File: config.mk
export PLATFORM = sky130hd
export DESIGN_NAME = tonearm_motion_controller_core
export DESIGN_NICKNAME = d
export VERILOG_FILES = /design/src/design/tmc_pkg.sv /design/src/design/tmc_cfg.sv /design/src/design/tmc_tracking.sv /design/src/design/tmc_ctrl.sv /design/src/design/tonearm_motion_controller_core.sv
export SDC_FILE = /design/constraint.sdc
export NUM_CORES = 1
export LEC_CHECK = 0
export BUFFER_PORTS_ARGS = -buffer_cell sky130_fd_sc_hd__buf_2
export CORE_ASPECT_RATIO = 1.4
export CORE_MARGIN = 2
export CORE_UTILIZATION = 60
export CTS_CLUSTER_DIAMETER = 100
export CTS_CLUSTER_SIZE = 40
export DETAILED_ROUTE_END_ITERATION = 16
export PLACE_DENSITY = 0.81
export SLEW_MARGIN = 20
export SYNTH_ARGS = -nofsm -noshare
export SYNTH_HDL_FRONTEND = slang
export SYNTH_HIERARCHICAL = 1
export SYNTH_SLANG_ARGS = --single-unit
File: constraint.sdc
create_clock -name clk -period 21.1 [get_ports clk]
set_input_delay 4.22 -clock clk [delete_from_list [all_inputs] [get_ports clk]]
set_output_delay 4.22 -clock clk [all_outputs]
set_load 0.05 [all_outputs]
File: src/design/tmc_pkg.sv
// ----------------------------------------------------------------------------
// tmc_pkg
// Shared types, constants and helpers for the tonearm motion controller.
// ----------------------------------------------------------------------------
package tmc_pkg;

    localparam int SAMPLE_BITS    = 12;
    localparam int DUTY_BITS      = 7;
    localparam int MODE_BITS      = 4;
    localparam int CFG_INDEX_BITS = 3;

    localparam logic [DUTY_BITS-1:0] DUTY_MAX = 7'd100;

    localparam logic [DUTY_BITS-1:0] LIFT_LOWER_RESET     = 7'd65;
    localparam logic [DUTY_BITS-1:0] LIFT_RAISE_RESET     = 7'd80;
    localparam logic [DUTY_BITS-1:0] TRANSPORT_SEEK_RESET = 7'd80;
    localparam logic [DUTY_BITS-1:0] MANUAL_MOVE_RESET    = 7'd60;
    localparam logic [DUTY_BITS-1:0] TRACKING_OFFSET_RESET = 7'd30;

    typedef enum logic [MODE_BITS-1:0] {
        MODE_REST_DOWN  = 4'd0,
        MODE_REST_UP    = 4'd1,
        MODE_PLAYING    = 4'd2,
        MODE_MANUAL     = 4'd3,
        MODE_R_RAISE    = 4'd4,
        MODE_R_CARRY    = 4'd5,
        MODE_R_LOWER    = 4'd6,
        MODE_L_RAISE    = 4'd7,
        MODE_L_BACKOUT  = 4'd8,
        MODE_L_SEEK     = 4'd9,
        MODE_P_LOWER    = 4'd10,
        MODE_C_RAISE    = 4'd11,
        MODE_RC_RAISE   = 4'd12
    } mode_t;

    typedef enum logic [CFG_INDEX_BITS-1:0] {
        CFG_LIFT_LOWER      = 3'd0,
        CFG_LIFT_RAISE      = 3'd1,
        CFG_TRANSPORT_SEEK  = 3'd2,
        CFG_MANUAL_MOVE     = 3'd3,
        CFG_TRACKING_OFFSET = 3'd4
    } cfg_index_t;

    typedef struct packed {
        logic [DUTY_BITS-1:0] lift_lower_duty;
        logic [DUTY_BITS-1:0] lift_raise_duty;
        logic [DUTY_BITS-1:0] transport_seek_duty;
        logic [DUTY_BITS-1:0] manual_move_duty;
        logic [DUTY_BITS-1:0] tracking_offset;
    } cfg_t;

    typedef struct packed {
        logic                   at_rest;
        logic                   in_leadin;
        logic                   at_end;
        logic                   lift_is_up;
        logic                   lift_is_down;
        logic                   cue_button;
        logic                   start_button;
        logic                   stop_button;
        logic                   repeat_button;
        logic [SAMPLE_BITS-1:0] track_inner;
        logic [SAMPLE_BITS-1:0] track_outer;
    } in_item_t;

    typedef struct packed {
        logic [DUTY_BITS-1:0] transport_duty;
        logic                 transport_inward;
        logic [DUTY_BITS-1:0] lift_duty;
        logic                 lift_raising;
        logic [MODE_BITS-1:0] mode;
        logic                 repeat_on;
    } out_item_t;

    typedef struct packed {
        logic [DUTY_BITS-1:0] duty;
        logic                 inward;
    } track_t;

    function automatic logic [DUTY_BITS-1:0] cap_duty(input logic [DUTY_BITS-1:0] v);
        cap_duty = (v > DUTY_MAX) ? DUTY_MAX : v;
    endfunction

endpackage

File: src/design/tmc_cfg.sv
// ----------------------------------------------------------------------------
// tmc_cfg
// Duty and offset configuration registers with a plain write port.
// ----------------------------------------------------------------------------
module tmc_cfg
    import tmc_pkg::*;
(
    input  logic                      clk,
    input  logic                      rst_n,
    input  logic                      cfg_write,
    input  logic [CFG_INDEX_BITS-1:0] cfg_index,
    input  logic [DUTY_BITS-1:0]      cfg_data,
    output cfg_t                      cfg
);

    cfg_t cfg_reg;
    cfg_t cfg_next;

    always_comb
    begin
        cfg_next = cfg_reg;
        if (cfg_write)
        begin
            unique case (cfg_index_t'(cfg_index))
                CFG_LIFT_LOWER:      cfg_next.lift_lower_duty     = cfg_data;
                CFG_LIFT_RAISE:      cfg_next.lift_raise_duty     = cfg_data;
                CFG_TRANSPORT_SEEK:  cfg_next.transport_seek_duty = cfg_data;
                CFG_MANUAL_MOVE:     cfg_next.manual_move_duty    = cfg_data;
                CFG_TRACKING_OFFSET: cfg_next.tracking_offset     = cfg_data;
                default:             cfg_next = cfg_reg;
            endcase
        end
    end

    always_ff @(posedge clk or negedge rst_n)
    begin
        if (!rst_n)
        begin
            cfg_reg.lift_lower_duty     <= LIFT_LOWER_RESET;
            cfg_reg.lift_raise_duty     <= LIFT_RAISE_RESET;
            cfg_reg.transport_seek_duty <= TRANSPORT_SEEK_RESET;
            cfg_reg.manual_move_duty    <= MANUAL_MOVE_RESET;
            cfg_reg.tracking_offset     <= TRACKING_OFFSET_RESET;
        end
        else
        begin
            cfg_reg <= cfg_next;
        end
    end

    assign cfg = cfg_reg;

endmodule

File: src/design/tmc_tracking.sv
// ----------------------------------------------------------------------------
// tmc_tracking
// Tracking duty: photodiode difference over 40, toward zero, plus offset.
// ----------------------------------------------------------------------------
module tmc_tracking
    import tmc_pkg::*;
(
    input  logic [SAMPLE_BITS-1:0] track_inner,
    input  logic [SAMPLE_BITS-1:0] track_outer,
    input  logic [DUTY_BITS-1:0]   offset,
    output track_t                 track
);

    // over 40 = shift by 3, then over 5 by reciprocal multiply
    localparam int QW = SAMPLE_BITS - 3;
    localparam int PW = QW + SAMPLE_BITS;
    localparam int SW = ((QW > DUTY_BITS) ? QW : DUTY_BITS) + 1;
    localparam logic [SAMPLE_BITS-1:0] RECIP = SAMPLE_BITS'((2 ** SAMPLE_BITS + 4) / 5);

    logic signed [SAMPLE_BITS:0] diff;
    logic [SAMPLE_BITS:0]        diff_neg;
    logic [SAMPLE_BITS-1:0]      mag;
    logic [QW-1:0]               eighth;
    logic [PW-1:0]               prod;
    logic [QW-1:0]               quot;
    logic [SW-1:0]               sum;

    always_comb
    begin
        diff     = $signed({1'b0, track_inner}) - $signed({1'b0, track_outer});
        diff_neg = -diff;
        mag      = diff[SAMPLE_BITS] ? diff_neg[SAMPLE_BITS-1:0] : diff[SAMPLE_BITS-1:0];
        eighth   = mag[SAMPLE_BITS-1:3];
        prod     = PW'(eighth) * PW'(RECIP);
        quot     = prod[PW-1:SAMPLE_BITS];
        // offset minus a negative error equals offset plus its magnitude
        sum      = SW'(quot) + SW'(offset);
        track.duty   = (sum > SW'(DUTY_MAX)) ? DUTY_MAX : sum[DUTY_BITS-1:0];
        track.inward = !diff[SAMPLE_BITS] && (quot != '0);
    end

endmodule

File: src/design/tmc_ctrl.sv
// ----------------------------------------------------------------------------
// tmc_ctrl
// Arm sequencing state machine, repeat toggle and motor drive selection.
// ----------------------------------------------------------------------------
module tmc_ctrl
    import tmc_pkg::*;
(
    input  logic      clk,
    input  logic      rst_n,
    input  logic      advance,
    input  in_item_t  item,
    input  cfg_t      cfg,
    input  track_t    track,
    output out_item_t result_next
);

    mode_t state_reg;
    mode_t state_next;
    mode_t state_step;
    logic  repeat_flag_reg;
    logic  repeat_flag_next;
    logic  repeat_flag_step;
    logic  repeat_seen_reg;
    logic  repeat_seen_next;

    always_ff @(posedge clk or negedge rst_n)
    begin
        if (!rst_n)
        begin
            state_reg       <= MODE_R_RAISE;
            repeat_flag_reg <= 1'b0;
            repeat_seen_reg <= 1'b0;
        end
        else
        begin
            state_reg       <= state_next;
            repeat_flag_reg <= repeat_flag_next;
            repeat_seen_reg <= repeat_seen_next;
        end
    end

    always_comb
    begin
        repeat_flag_step = repeat_flag_reg ^ (item.repeat_button & !repeat_seen_reg);
        state_step       = state_reg;
        result_next.transport_duty   = '0;
        result_next.transport_inward = 1'b1;
        result_next.lift_duty        = '0;
        result_next.lift_raising     = 1'b1;

        unique case (state_reg) inside
            MODE_REST_DOWN:
            begin
                if (item.cue_button)
                    state_step = MODE_RC_RAISE;
                else if (item.start_button)
                    state_step = MODE_L_RAISE;
            end
            MODE_REST_UP:
            begin
                if (item.cue_button || item.stop_button)
                    state_step = MODE_R_LOWER;
                else if (item.start_button)
                    state_step = MODE_L_RAISE;
            end
            MODE_PLAYING:
            begin
                if (item.cue_button)
                    state_step = MODE_C_RAISE;
                else if (item.at_end)
                    state_step = repeat_flag_step ? MODE_L_RAISE : MODE_R_RAISE;
                else if (item.stop_button)
                    state_step = MODE_R_RAISE;
                else
                begin
                    result_next.transport_duty   = track.duty;
                    result_next.transport_inward = track.inward;
                end
            end
            MODE_MANUAL:
            begin
                if (item.cue_button)
                    state_step = MODE_P_LOWER;
                else if (item.stop_button)
                begin
                    if (!item.in_leadin)
                        state_step = MODE_R_RAISE;
                    else
                    begin
                        result_next.transport_duty   = cap_duty(cfg.manual_move_duty);
                        result_next.transport_inward = 1'b0;
                    end
                end
                else if (item.start_button && !item.at_end)
                begin
                    result_next.transport_duty   = cap_duty(cfg.manual_move_duty);
                    result_next.transport_inward = 1'b1;
                end
            end
            MODE_R_CARRY:
            begin
                if (item.at_rest)
                    state_step = MODE_R_LOWER;
                else
                begin
                    result_next.transport_duty   = cap_duty(cfg.transport_seek_duty);
                    result_next.transport_inward = 1'b0;
                end
            end
            MODE_R_LOWER, MODE_P_LOWER:
            begin
                if (item.lift_is_down)
                    state_step = (state_reg == MODE_R_LOWER) ? MODE_REST_DOWN : MODE_PLAYING;
                else
                begin
                    result_next.lift_duty    = cap_duty(cfg.lift_lower_duty);
                    result_next.lift_raising = 1'b0;
                end
            end
            MODE_L_BACKOUT:
            begin
                if (!item.in_leadin)
                    state_step = MODE_L_SEEK;
                else
                begin
                    result_next.transport_duty   = cap_duty(cfg.transport_seek_duty);
                    result_next.transport_inward = 1'b0;
                end
            end
            MODE_L_SEEK:
            begin
                if (item.in_leadin)
                    state_step = MODE_P_LOWER;
                else
                begin
                    result_next.transport_duty   = cap_duty(cfg.transport_seek_duty);
                    result_next.transport_inward = 1'b1;
                end
            end
            default:
            begin
                // raise states, and any stray code behaves as raise for rest
                if (item.lift_is_up)
                begin
                    if (state_reg == MODE_L_RAISE)
                        state_step = MODE_L_BACKOUT;
                    else if (state_reg == MODE_C_RAISE)
                        state_step = MODE_MANUAL;
                    else if (state_reg == MODE_RC_RAISE)
                        state_step = MODE_REST_UP;
                    else
                        state_step = MODE_R_CARRY;
                end
                else
                begin
                    result_next.lift_duty    = cap_duty(cfg.lift_raise_duty);
                    result_next.lift_raising = 1'b1;
                end
            end
        endcase

        result_next.mode      = state_step;
        result_next.repeat_on = repeat_flag_step;

        state_next       = advance ? state_step : state_reg;
        repeat_flag_next = advance ? repeat_flag_step : repeat_flag_reg;
        repeat_seen_next = advance ? item.repeat_button : repeat_seen_reg;
    end

endmodule

File: src/design/tonearm_motion_controller_core.sv
// ----------------------------------------------------------------------------
// tonearm_motion_controller_core
// Pipeline: sample register, then result register; throughput one sample per
//   cycle, set by the single pass of state machine and tracking arithmetic
//   between the two registers, held off only by result stall.
// Reset: asynchronous, active low; arm sequence starts in raise for rest,
//   repeat off, configuration registers back to their default duties.
// ----------------------------------------------------------------------------
module tonearm_motion_controller_core
    import tmc_pkg::*;
(
    input  logic                      clk,
    input  logic                      rst_n,
    input  logic                      sample_valid,
    output logic                      sample_stall,
    input  in_item_t                  sample,
    output logic                      result_valid,
    input  logic                      result_stall,
    output out_item_t                 result,
    input  logic                      cfg_write,
    input  logic [CFG_INDEX_BITS-1:0] cfg_index,
    input  logic [DUTY_BITS-1:0]      cfg_data
);

    logic      stage_valid_reg;
    logic      stage_valid_next;
    in_item_t  stage_reg;
    logic      result_valid_reg;
    logic      result_valid_next;
    out_item_t result_reg;
    out_item_t result_next;
    logic      advance;
    logic      take;
    cfg_t      cfg;
    track_t    track;

    tmc_cfg u_cfg (
        .clk       (clk),
        .rst_n     (rst_n),
        .cfg_write (cfg_write),
        .cfg_index (cfg_index),
        .cfg_data  (cfg_data),
        .cfg       (cfg)
    );

    tmc_tracking u_tracking (
        .track_inner (stage_reg.track_inner),
        .track_outer (stage_reg.track_outer),
        .offset      (cfg.tracking_offset),
        .track       (track)
    );

    tmc_ctrl u_ctrl (
        .clk         (clk),
        .rst_n       (rst_n),
        .advance     (advance),
        .item        (stage_reg),
        .cfg         (cfg),
        .track       (track),
        .result_next (result_next)
    );

    always_comb
    begin
        advance           = stage_valid_reg && (!result_valid_reg || !result_stall);
        sample_stall      = stage_valid_reg && !advance;
        take              = sample_valid && !sample_stall;
        stage_valid_next  = take || (stage_valid_reg && !advance);
        result_valid_next = advance || (result_valid_reg && result_stall);
    end

    always_ff @(posedge clk or negedge rst_n)
    begin
        if (!rst_n)
        begin
            stage_valid_reg  <= 1'b0;
            result_valid_reg <= 1'b0;
        end
        else
        begin
            stage_valid_reg  <= stage_valid_next;
            result_valid_reg <= result_valid_next;
        end
    end

    always_ff @(posedge clk)
    begin
        if (take)
            stage_reg <= sample;
        if (advance)
            result_reg <= result_next;
    end

    assign result_valid = result_valid_reg;
    assign result       = result_reg;

endmodule

Word level (Yosys, flattened, before mapping)
Index checks and enable logic that the tools add are counted.
{"block": "word_totals", "register_bits": 97, "in_bits": 48, "output_inout_bits": 23}
{"block": "classes", "addsub": 3, "mul": 1, "n_lt_le_gt_ge": 5, "eq_ne": 15, "muxes": 40, "n_bitwise": 2, "n_reduce_logical": 27}
{"cell": "8-bit 2-to-1 mux", "count": 12}
{"cell": "4-bit 2-to-1 mux", "count": 16}
{"cell": "8-bit case mux with 5 select lines", "count": 1}
{"cell": "7-bit 2-to-1 mux", "count": 5}
{"cell": "4-bit case mux with 8 select lines", "count": 1}
{"cell": "7-bit greater-than comparator (second input constant)", "count": 4}
{"cell": "4-bit equality test (second input constant)", "count": 5}
{"cell": "9-bit by 8-bit multiplier with 17-bit output (second input constant)", "count": 1}
{"cell": "8-bit case mux with 2 select lines", "count": 1}
{"cell": "12-bit by 12-bit subtractor with 13-bit output", "count": 1}
{"cell": "4-bit by 3-bit equality test with 1-bit output (second input constant)", "count": 3}
{"cell": "12-bit 2-to-1 mux", "count": 1}
{"cell": "12-bit negator", "count": 1}
{"cell": "10-bit by 7-bit greater-than comparator with 1-bit output (second input constant)", "count": 1}
{"cell": "2-bit AND reduction", "count": 5}
{"cell": "7-bit by 7-bit adder with 8-bit output", "count": 1}
{"cell": "4-bit by 2-bit equality test with 1-bit output (second input constant)", "count": 2}
{"cell": "1-bit zero test", "count": 7}
{"cell": "7-bit nonzero test", "count": 1}
{"cell": "7-bit OR reduction", "count": 1}
{"cell": "3-bit by 2-bit equality test with 1-bit output (second input constant)", "count": 2}
{"cell": "1-bit logical AND", "count": 6}
{"cell": "4-bit by 1-bit equality test with 1-bit output (second input constant)", "count": 1}
{"cell": "4-bit zero test", "count": 1}
{"cell": "9 further kinds", "count": 13}

Logic depth before layout (Yosys ltp)
Gate-level depths: netlist of run 1.
{"block": "logic_depth", "ltp_word": 11, "ltp_mapped": 41, "mapped_depth_nobuf": 41}

Cells and area by module
The synthesis of run 1 kept the hierarchy.
{"mod": "tmc_tracking", "instances": 1, "cells_per_inst": 307, "area_per_inst_um2": 2411.1, "seq_area_each_um2": 0.0}
{"mod": "tonearm_motion_controller_core", "instances": 1, "cells_per_inst": 62, "area_per_inst_um2": 1714.1, "seq_area_each_um2": 1671.6}
{"mod": "tmc_cfg", "instances": 1, "cells_per_inst": 78, "area_per_inst_um2": 1365.1, "seq_area_each_um2": 893.4}
{"mod": "tmc_ctrl", "instances": 1, "cells_per_inst": 177, "area_per_inst_um2": 1141.1, "seq_area_each_um2": 151.4}

Worst setup path before layout of run 1
OpenSTA, ideal clock, no wires.
{"block": "synth_path", "kind": "input to output", "from": "input port result_stall", "to": "output port sample_stall", "arrival_time_ns": 4.619, "required_ns": 16.880, "path_slack_ns": 12.261, "path_stages": 2, "path_buffers": 0, "path_cell_list": "nand3_2 > inv_1"}
{"block": "synth_via", "elab_chain_cells": 5}
{"item": "start: declaration", "line_no": "tonearm_motion_controller_core.sv:18", "rtl": "input logic result_stall,"}
{"item": "1-bit zero test", "line_no": "tonearm_motion_controller_core.sv:65", "rtl": "advance = stage_valid_reg && (!result_valid_reg || !result_stall);"}
{"item": "1-bit logical OR", "line_no": "tonearm_motion_controller_core.sv:65"}
{"item": "1-bit logical AND", "line_no": "tonearm_motion_controller_core.sv:65"}
{"item": "1-bit zero test", "line_no": "tonearm_motion_controller_core.sv:66", "rtl": "sample_stall = stage_valid_reg && !advance;"}
{"item": "1-bit logical AND", "line_no": "tonearm_motion_controller_core.sv:66"}
{"item": "end: declaration", "line_no": "tonearm_motion_controller_core.sv:15", "rtl": "output logic sample_stall,"}
No other way between the ends.

==> summary.md, run 1 <==
| Metric | Value |
|---|---|
| Status | `completed` |
| Crit path kind | `register to register` |
| Core Footprint | `10810 sq um` |
| Share of the synthesized area in the top cell type | `24.45%` |
| Synth async-reset ratio | `44.33%` |
| Yosys warns | `6` |
| Synth top area cells | `edfxtp_1 (24%), ha_1 (12%), dfrtp_1 (11%)` |
| 1st-iter DRT viols | `253` |
| Clock buffer depth | `2` |
| Starting Density | `61.34%` |
| Synthesized instance count | `624` |
| Initial antenna violation count | `0` |
| DP Wirelength | `10.90 mm` |
| Nets | `819` |
| Worst Path Required | `21.19 ns` |
| GRT Residual Overflow | `0` |
| H-Tree Depth | `3` |
| Vias post-DR | `5034` |
| Vias/cell | `5.986` |
| Filler Cells Inserted | `827` |
| Crit. End Element | `register` |
| Final Wtd Congestion | `0.9488` |
| TritonCTS Sinks | `97` |
| Most numerous cell in the Yosys netlist | `inv_1` |
| Detailed Routing Iterations Pass 1 | `5` |
| Max-Cap Viols | `0` |
| Port Buffers | `70` |
| ANT cells | `0` |
| Synthesized area per cell | `10.63 sq um` |
| Synthesized cell area | `6631 sq um` |
| IO Pins | `71` |
| Synth Flop Type | `edfxtp_1` |
| CTS buffer count | `9` |
| Measured slew at the worst slew-check pin | `0.9565 ns` |
| Relative slew slack | `36.23%` |
| Post-cts resize count | `0` |
| Max Fclk | `107.0 MHz` |
| TritonCTS clock tree | `done` |
| Min cycle time layout | `9.349 ns` |
| Largest net degree at the start of global routing | `44` |
| Post-synth EDFFs | `54` |
| Placement row count | `45` |
| Distinct cell type count after synthesis | `79` |
| Number of routed nets with antenna violations | `0` |
| Commonest cells in the netlist | `inv_1 (63), ha_1 (62), edfxtp_1 (54), a21oi_1 (40), mux2_2 (37)` |
| Final WL | `14.64 mm` |
| Die area | `11920 sq um` |
| Latest clock arrival within the worst-skew pair | `0.34 ns` |
| Die H | `128.4 um` |
| Worst path most repeated cell | `ha_1` |
| Hold/Removal Path Class | `register to register` |
| Seq/Total Area, Yosys | `40.96%` |
| Final Hold Viols | `0` |
| Hold-fix buffers at CTS | `0` |
| Worst-path clk slew | `0.08 ns` |
| Unrepaired setup endpoints after global routing | `no` |
| Root buffer cell | `clkbuf_16` |
| Post-CTS setup buffer count | `0` |
| Final setup viols | `0` |
| Period utilization | `44.31%` |
| Arrival @ worst endpoint | `9.44 ns` |
| Slowest stage delay, CP | `0.80 ns` |
| Yosys reg bits | `97` |
| WL per Instance | `17.41 um` |
| Drc violations | `0` |
| Die X | `92.85 um` |
| Fin Setup TNS | `0 ns` |
| Area grow syn2layout | `12.32%` |
| Share of cells above drive strength 1 | `23.00%` |
| Critical path's top delay family | `compound AO/OA/AOI/OAI gates` |
| Worst setup SP type | `register` |
| WP buf/inv | `2` |
| Synth area leader | `edfxtp_1` |
| Syn nets | `748` |
| Slowest cell on crit path | `o311ai_0` |
| Worst Skew | `0.01287 ns` |
| Largest register FFs | `35` |
| Total track usage | `25.46%` |
| Max-slew violation count | `0` |
| Number of global-route vias before repair | `5098` |
| First-pass GRT wire length | `24.19 mm` |
| Crit-path max FO | `8` |
## layout make-up
| type | count | area [sq um] | area share (%) |
|---|---|---|---|
| multi-input combinational | 448 | 3607 | 48.43 |
| sequential | 97 | 2716 | 36.47 |
| timing repair buffer | 75 | 387.9 | 5.207 |
| inverter | 64 | 240.2 | 3.225 |
| clock buffer | 10 | 239.0 | 3.208 |
| tap | 141 | 176.4 | 2.369 |
| clock inverter | 6 | 81.33 | 1.092 |
## placed cells by master (no fill, tap or decap), drive strengths merged, types with 15 or more instances in the layout
| cell | instances |
|---|---|
| buf | 75 |
| inv | 68 |
| ha | 62 |
| edfxtp | 54 |
| o21ai | 43 |
| a21oi | 40 |
| mux2 | 37 |
| nor2 | 35 |
| dfrtp | 28 |
| nand2 | 28 |
| xnor2 | 21 |
| dfstp | 15 |
## path summary, 6_finish.rpt
path	startpoint	end	cells past startpoint	slack (ns)
setup reg to reg	stage_reg[12]	result[14]	35	11.75
max in group asynchronous	rst_n	u_cfg/cfg[5]	1	16.47
setup / recovery	stage_reg[12]	result[14]	35	11.75
hold / removal	u_ctrl/repeat_flag_reg	u_ctrl/repeat_flag_reg	1	0.49
min in group asynchronous	rst_n	u_cfg/cfg[29]	1	4.03
hold reg to reg	u_ctrl/repeat_flag_reg	u_ctrl/repeat_flag_reg	1	0.49
## metal layers
layer / routed length (um) / vias up / global-route usage, %
met3: 536 / 32 / 2.927
met4: 371 / 0 / 8.824
met5: 0 / - / 0
met2: 8069 / 150 / 48.98
met1: 5663 / 2447 / 28.84
li1: - / 2405 / -
## worst register-to-register path, delay by kind of cell (launching register included)
family	cells	cell delay, ns
compound gates	13	3.66
fa+ha+maj	8	3.00
simple gates	9	1.37
xor+xnor	3	0.64
flops	1	0.36
buf+inv	2	0.12
## logic make-up after synthesis
logic type / count (synthesis) / synth area share, %
DFF: 97 / 40.96
adders and majority gates: 76 / 15.92
and+or+nand+nor: 148 / 12.11
muxes: 38 / 6.434
AOI/OAI and AO/OA: 155 / 15.55
xor gates and xnor gates: 31 / 4.321
buffers and inverters: 79 / 4.698
## through the flow
stage / std cells / utilization (%) / instance area (sq um) / hold slack (ns) / setup slack [ns]
2_1_floorplan: 624 / - / 6631 / 0.4641 / 12.26
3_3_place_gp: 825 / 65.94 / 7128 / 0.4798 / 12.16
3_5_place_dp: 825 / 65.94 / 7128 / 0.4797 / 11.83
4_1_cts: 841 / 68.90 / 7448 / 0.4933 / 11.81
5_1_grt: 841 / 68.90 / 7448 / 0.5031 / 11.15
6_report: 841 / 68.90 / 7448 / 0.4930 / 11.75
Power of run 1 is left out: the tool's default activity adds up to more than one toggle a clock period on the data nets, which glitch-free logic cannot reach.
==> inputs of run 2 (changes only) <==
CORE_UTILIZATION = 54   (was 60)
PLACE_DENSITY = 0.77   (was 0.81)
clock period = 7.8 ns   (was 21.1 ns; I/O delays follow)
==> run 2 against run 1 <==
  * The run now ends with setup timing left
  * First-iteration DRC count up 18%
  * Non-clock buffer count up 47
  * Worst hold slack better by 0.025 ns
  * Die area up 11%
  * Clock skew down 0.0069 ns
==> summary.md, run 2 (synthesis results as in run 1) <==
| Metric | Value |
|---|---|
| Drc violations | `0 (unchanged)` |
| Worst Skew | `0.005930 ns (-0.006943 ns)` |
| Hold-fix buffers at CTS | `0 (unchanged)` |
| H-Tree Depth | `3 (unchanged)` |
| Number of global-route vias before repair | `5581 (+9.5%)` |
| Starting Density | `55.82% (-5.5 points)` |
| Min cycle time layout | `8.151 ns (-1.198 ns)` |
| Crit. End Element | `register` |
| Die X | `97.66 um (+5.2%)` |
| TritonCTS clock tree | `done` |
| Slowest stage delay, CP | `0.52 ns (-0.28 ns)` |
| Share of cells above drive strength 1 | `34.00% (+11 points)` |
| Worst path most repeated cell | `inv_2` |
| Hold/Removal Path Class | `register to register` |
| Worst-path clk slew | `0.07 ns (about the same)` |
| Final setup viols | `7 (+7)` |
| Post-route setup slack | `-0.3508 ns (-12.10 ns)` |
| Commonest non-fill, non-tap cell in the layout | `buf_2` |
| TritonCTS Sinks | `97 (unchanged)` |
| Max-slew violation count | `0 (unchanged)` |
| Max-Cap Viols | `0 (unchanged)` |
| Clock buffer depth | `2 (unchanged)` |
| Status | `complete, but fails checks` |
| Period utilization | `104.5% (+60 points)` |
| Area occupied by registers | `2716 sq um (unchanged)` |
| Finished Cell Area | `8087 sq um (+8.6%)` |
| Failing checks | `setup timing` |
| Root buffer cell | `clkbuf_16` |
| Area grow syn2layout | `21.94%` |
| Most frequent cells in the layout | `buf_2 (70), inv_1 (58), ha_1 (57), edfxtp_1 (54), buf_4 (52)` |
| Final Wtd Congestion | `0.9218 (-2.8%)` |
| Detailed Routing Iterations Pass 1 | `5 (unchanged)` |
| Crit-path max FO | `5 (-3)` |
| Worst Path Required | `7.90 ns (-13.29 ns)` |
| IO Pins | `71 (unchanged)` |
| Largest register FFs | `35 (unchanged)` |
| CTS buffer count | `9 (unchanged)` |
| Hold Slack | `0.5184 ns (+0.02538 ns)` |
| First-pass GRT wire length | `26.32 mm (+8.8%)` |
| 1st-iter DRT viols | `299 (+18%)` |
| Number of routed nets with antenna violations | `0 (unchanged)` |
| DP Wirelength | `11.88 mm (+9.0%)` |
| Core Footprint | `11880 sq um (+9.9%)` |
| Crit path kind | `register to register` |
| Initial antenna violation count | `0 (unchanged)` |
| Die H | `135.1 um (+5.2%)` |
| Relative slew slack | `38.97% (+2.7 points)` |
| ANT cells | `0 (unchanged)` |
| Final Hold Viols | `0 (unchanged)` |
| Post-place instance area | `7428 sq um (+4.2%)` |
| Filler Cells Inserted | `906 (+9.6%)` |
| Max Fclk | `122.7 MHz (+15%)` |
| Unrepaired setup endpoints after global routing | `yes` |
| Nets | `866 (+5.7%)` |
| Vias post-DR | `5349 (+6.3%)` |
| Arrival @ worst endpoint | `8.26 ns (-1.18 ns)` |
| Die area | `13200 sq um (+11%)` |
| GRT Residual Overflow | `0 (unchanged)` |
| Measured slew at the worst slew-check pin | `0.9154 ns (-0.04112 ns)` |
| Latest clock arrival within the worst-skew pair | `0.34 ns (about the same)` |
| Largest net degree at the start of global routing | `44 (unchanged)` |
| Vias/cell | `5.983 (about the same)` |
| Multi-input logic area | `3899 sq um (+8.1%)` |
| Worst setup SP type | `register` |
| Port Buffers | `70 (unchanged)` |
| WL per Instance | `18.23 um (+4.8%)` |
| Slowest cell on crit path | `fa_1` |
| Total track usage | `24.84% (-0.62 points)` |
| Placement row count | `47 (+4.4%)` |
| Final WL | `16.30 mm (+11%)` |
[run 2: cell count changes in the layout (fill, tap and decap cells not counted), sizes merged]
cell and delta:
clkinv -1, buf +47, clkbuf +2, bufinv -1
[run 2: layer usage]
metal,GRT usage (%),share of wire [%],vias to the layer above
met5,0,0,-
met4,12.58,4.8,0
met3,3.209,3.3,64
met2,47.20,54,163
met1,26.80,38,2617
li1,-,-,2505
[run 2: worst max-delay path: cells and delay by family (launching register included)]
kind,cells,cell delay [ns]
adders and majority gates,8,2.90
AOI/OAI and AO/OA,12,2.40
and+or+nand+nor,9,1.15
xor gates and xnor gates,3,0.66
DFF,1,0.39
buffers and inverters,5,0.39
[run 2: path summary, 6_finish.rpt]
check	from	end	slack (ns)	cells after the start
max	stage_reg[12]	result[15]	-0.35	37
min	stage_valid_reg	result_valid	0.52	1
max reg2reg	stage_reg[12]	result[15]	-0.35	37
min reg2reg	stage_valid_reg	result_valid	0.52	1
max in group asynchronous	rst_n	u_ctrl/state_reg[0]	5.88	1
min in group asynchronous	rst_n	u_cfg/cfg[29]	1.35	1
[run 2: repair_timing]
item / 4_1_cts / 5_1_grt
buffers inserted: 3 / 5
pin swaps: 15 / 38
resized for setup: 26 / 37
endpoints found under the hold margin: 0 / 0
endpoints found under the setup margin: 7 / 7
[run 2: stage by stage]
stage	setup TNS, ns	setup slack, ns	cells	utilization, %
2_1_floorplan	0	0.1275	624	-
3_3_place_gp	-0.5993	-0.1190	870	62.53
3_5_place_dp	-3.276	-0.5223	870	62.53
4_1_cts	0	0.003915	889	66.31
5_1_grt	-4.156	-0.6771	894	68.07
6_report	-1.891	-0.3508	894	68.07
[run 2: layout make-up]
class	instances	share of cell area [%]
multi-input combinational	448	48.21
sequential	97	33.59
timing repair buffer	122	9.160
clock buffer	12	3.358
inverter	64	2.971
tap	147	2.274
clock inverter	4	0.4332
Power of run 2 is left out for the same reason.
==> inputs of run 3 (changes only) <==
ABC_AREA = 1   (was unset)
==> run 3 against run 2 <==
  * Critical path depth rose by 2
  * First-iteration DRC count shrank 7.4%
  * Synthesized area increased by 4.4%
  * The flow now finishes without violations
  * Worst setup slack improved by 0.66 ns
  * Clock skew hardly changed
  * Die area up 4.2%
  * Global-route usage down 2.0 points
  * Sequential share of layout area grew 0.54 points
  * Core utilization down 4.1 points
  * Non-clock buffer count shrank 43
  * Worst hold slack worse by 0.051 ns
  * Maximum frequency rose by 8.8%
==> summary.md, run 3 <==
| Metric | Value |
|---|---|
| Status | `completed` |
| Distinct cell type count after synthesis | `46 (-42%)` |
| Area grow syn2layout | `14.99%` |
| Root buffer cell | `clkbuf_16` |
| Reg-to-Reg End | `result[16]` |
| CTS buffer count | `9 (unchanged)` |
| Slowest stage delay, CP | `0.52 ns (about the same)` |
| Seq/Total Area, Yosys | `39.25% (-1.7 points)` |
| Arrival @ worst endpoint | `7.59 ns (-0.67 ns)` |
| Share of the synthesized area in the top cell type | `23.43% (-1.0 points)` |
| Min cycle time layout | `7.494 ns (-0.6572 ns)` |
| Most numerous cell in the Yosys netlist | `nand2_1` |
| Filler Cells Inserted | `1041 (+15%)` |
| Die area | `13750 sq um (+4.2%)` |
| Most frequent cells in the layout | `nand2_1 (259), inv_1 (101), nand3_1 (89), buf_2 (70), ha_1 (59)` |
| Nets | `1049 (+21%)` |
| R2r setup slk | `0.31 ns (+0.66 ns)` |
| Final Wtd Congestion | `0.9357 (+1.5%)` |
| Largest net degree at the start of global routing | `44 (unchanged)` |
| Die X | `99.68 um (+2.1%)` |
| Number of global-route vias before repair | `5619 (+0.68%)` |
| Share of cells above drive strength 1 | `19.78% (-14 points)` |
| Synthesized cell area | `6920 sq um (+4.4%)` |
| Measured slew at the worst slew-check pin | `0.9587 ns (+0.04327 ns)` |
| Total track usage | `22.79% (-2.0 points)` |
| Core Footprint | `12430 sq um (+4.7%)` |
| 1st-iter DRT viols | `277 (-7.4%)` |
| Worst setup SP type | `register` |
| Final WL | `15.33 mm (-6.0%)` |
| Latest clock arrival within the worst-skew pair | `0.34 ns (about the same)` |
| H-Tree Depth | `3 (unchanged)` |
| TritonCTS Sinks | `97 (unchanged)` |
| Commonest non-fill, non-tap cell in the layout | `nand2_1` |
| Synthesized area per cell | `8.219 sq um (-23%)` |
| Final setup viols | `0 (-7)` |
| Relative slew slack | `36.09% (-2.9 points)` |
| Crit. End Element | `register` |
| Clock buffer depth | `2 (unchanged)` |
| Largest register FFs | `35 (unchanged)` |
| TritonCTS clock tree | `done` |
| IO Pins | `71 (unchanged)` |
| Initial antenna violation count | `0 (unchanged)` |
| Area occupied by registers | `2716 sq um (unchanged)` |
| Port Buffers | `70 (unchanged)` |
| DP Wirelength | `11.81 mm (-0.61%)` |
| Worst r2r src | `stage_reg[0]` |
| Post-route setup slack | `0.3064 ns (+0.6572 ns)` |
| Crit path to | `result[16]` |
| Synth area leader | `edfxtp_1` |
| Starting Density | `55.67% (-0.16 points)` |
| Worst R2R Path Depth | `39 (+5.4%)` |
| Number of routed nets with antenna violations | `0 (unchanged)` |
| Slowest cell on crit path | `fa_1` |
| Vias/cell | `5.392 (-9.9%)` |
| Fin util | `64.01% (-4.1 points)` |
| Yosys reg bits | `97 (unchanged)` |
| Synthesized instance count | `842 (+35%)` |
| Placement row count | `48 (+2.1%)` |
| Hold/Removal Path Class | `register to register` |
| Max-Cap Viols | `0 (unchanged)` |
| Max Fclk | `133.4 MHz (+8.8%)` |
| Post-synth EDFFs | `54 (unchanged)` |
| # placed instances | `1057 (+21%)` |
| Crit path kind | `register to register` |
| Multi-input logic area | `3908 sq um (+0.22%)` |
| GRT Residual Overflow | `0 (unchanged)` |
| Period utilization | `96.07% (-8.4 points)` |
| Synth async-reset ratio | `44.33% (unchanged)` |
| Vias post-DR | `5823 (+8.9%)` |
| Worst Skew | `0.005871 ns (-0.00005893 ns)` |
| Die H | `137.9 um (+2.1%)` |
| Synth Flop Type | `edfxtp_1` |
| Hold Slack | `0.4676 ns (-0.05082 ns)` |
| Detailed Routing Iterations Pass 1 | `5 (unchanged)` |
| WL per Instance | `14.19 um (-22%)` |
| Syn nets | `966 (+29%)` |
| Crit-path max FO | `5 (unchanged)` |
| Final Hold Viols | `0 (unchanged)` |
| Hold-fix buffers at CTS | `0 (unchanged)` |
| Worst Path Required | `7.89 ns (about the same)` |
| Synth top area cells | `edfxtp_1 (23%), nand2_1 (14%), ha_1 (11%)` |
| Max-slew violation count | `0 (unchanged)` |
| ANT cells | `0 (unchanged)` |
| CP startpoint | `stage_reg[0]` |
| Worst-path clk slew | `0.07 ns (about the same)` |
| Place WS | `0.02775 ns (+0.5501 ns)` |
| First-pass GRT wire length | `24.88 mm (-5.5%)` |
| Fin cells | `1080 (+21%)` |
| Commonest cells in the netlist | `nand2_1 (263), inv_1 (103), nand3_1 (89), ha_1 (62), edfxtp_1 (54)` |
| Drc violations | `0 (unchanged)` |
| Yosys warns | `6 (unchanged)` |
[run 3: cell types whose count changed after synthesis, moves of 8 or more]
cell / delta
nand2_1: +235
nand3_1: +82
inv_1: +40
mux2_2: -37
nor2_1: +17
nor2b_1: -14
a21oi_1: -13
xnor2_1: -12
a21o_1: -10
nand2_2: +10
o21ai_0: -10
nor2_4: +9
buf_2: -8
inv_2: +8
[run 3: area by class of cell]
cell class | count | share of cell area (%)
Tap cell | 150 | 2.358
Clock inverter | 6 | 0.9906
Multi-Input combinational cell | 626 | 49.10
Inverter | 112 | 5.283
Sequential cell | 97 | 34.14
Clock buffer | 10 | 2.877
Timing Repair Buffer | 79 | 5.252
[run 3: per-stage QoR]
step           instance area (sq um)  TNS, ns
5_1_grt                         7958  -0.2039
3_3_place_gp                    7420        0
3_5_place_dp                    7420        0
6_report                        7958        0
2_1_floorplan                   6920        0
4_1_cts                         7727        0
[run 3: worst min path at each step]
stage	cells after the start	slack [ns]	startpoint	end
6_report	2	0.47	u_cfg/cfg[2]	u_cfg/cfg[2]
5_1_grt	2	0.50	u_cfg/cfg[4]	u_cfg/cfg[4]
4_1_cts	2	0.47	u_cfg/cfg[4]	u_cfg/cfg[4]
3_5_place_dp	2	0.46	u_cfg/cfg[4]	u_cfg/cfg[4]
3_3_place_gp	2	0.46	u_cfg/cfg[2]	u_cfg/cfg[2]
2_1_floorplan	2	0.45	u_cfg/cfg[2]	u_cfg/cfg[2]
[run 3: cell families (layout without fill, tap and decap cells)]
group | after synthesis | after routing | synth area share (%)
simple gates | 454 | 454 | 29.43
flops | 97 | 97 | 39.25
buf+inv | 119 | 207 | 6.906
compound gates | 76 | 76 | 6.509
fa+ha+maj | 76 | 76 | 15.26
xor+xnor | 20 | 20 | 2.640
[run 3: metal layers]
layer / wire [um] / track usage (%) / part of all wire [%]
met5: 0 / 0 / 0
met4: 431 / 7.991 / 2.8
met3: 506 / 3.629 / 3.3
met2: 8121 / 43.06 / 53
met1: 6265 / 25.90 / 41
[run 3: repair_timing]
item                                    CTS  global route
buffers inserted                          0             7
endpoints found under the setup margin    0             7
gates resized for setup                   0            32
endpoints found under the hold margin     0             0
[run 3: critical path: cells and delay by family, from the launching register on]
family	cells	cell delay [ns]
XOR/XNOR	2	0.26
buffers and inverters	7	0.49
AND/OR/NAND/NOR	15	1.98
adder cells (fa/ha/maj)	8	3.00
AO/OA/AOI/OAI	7	1.12
flip-flops	1	0.38
Power of run 3 is left out for the same reason.
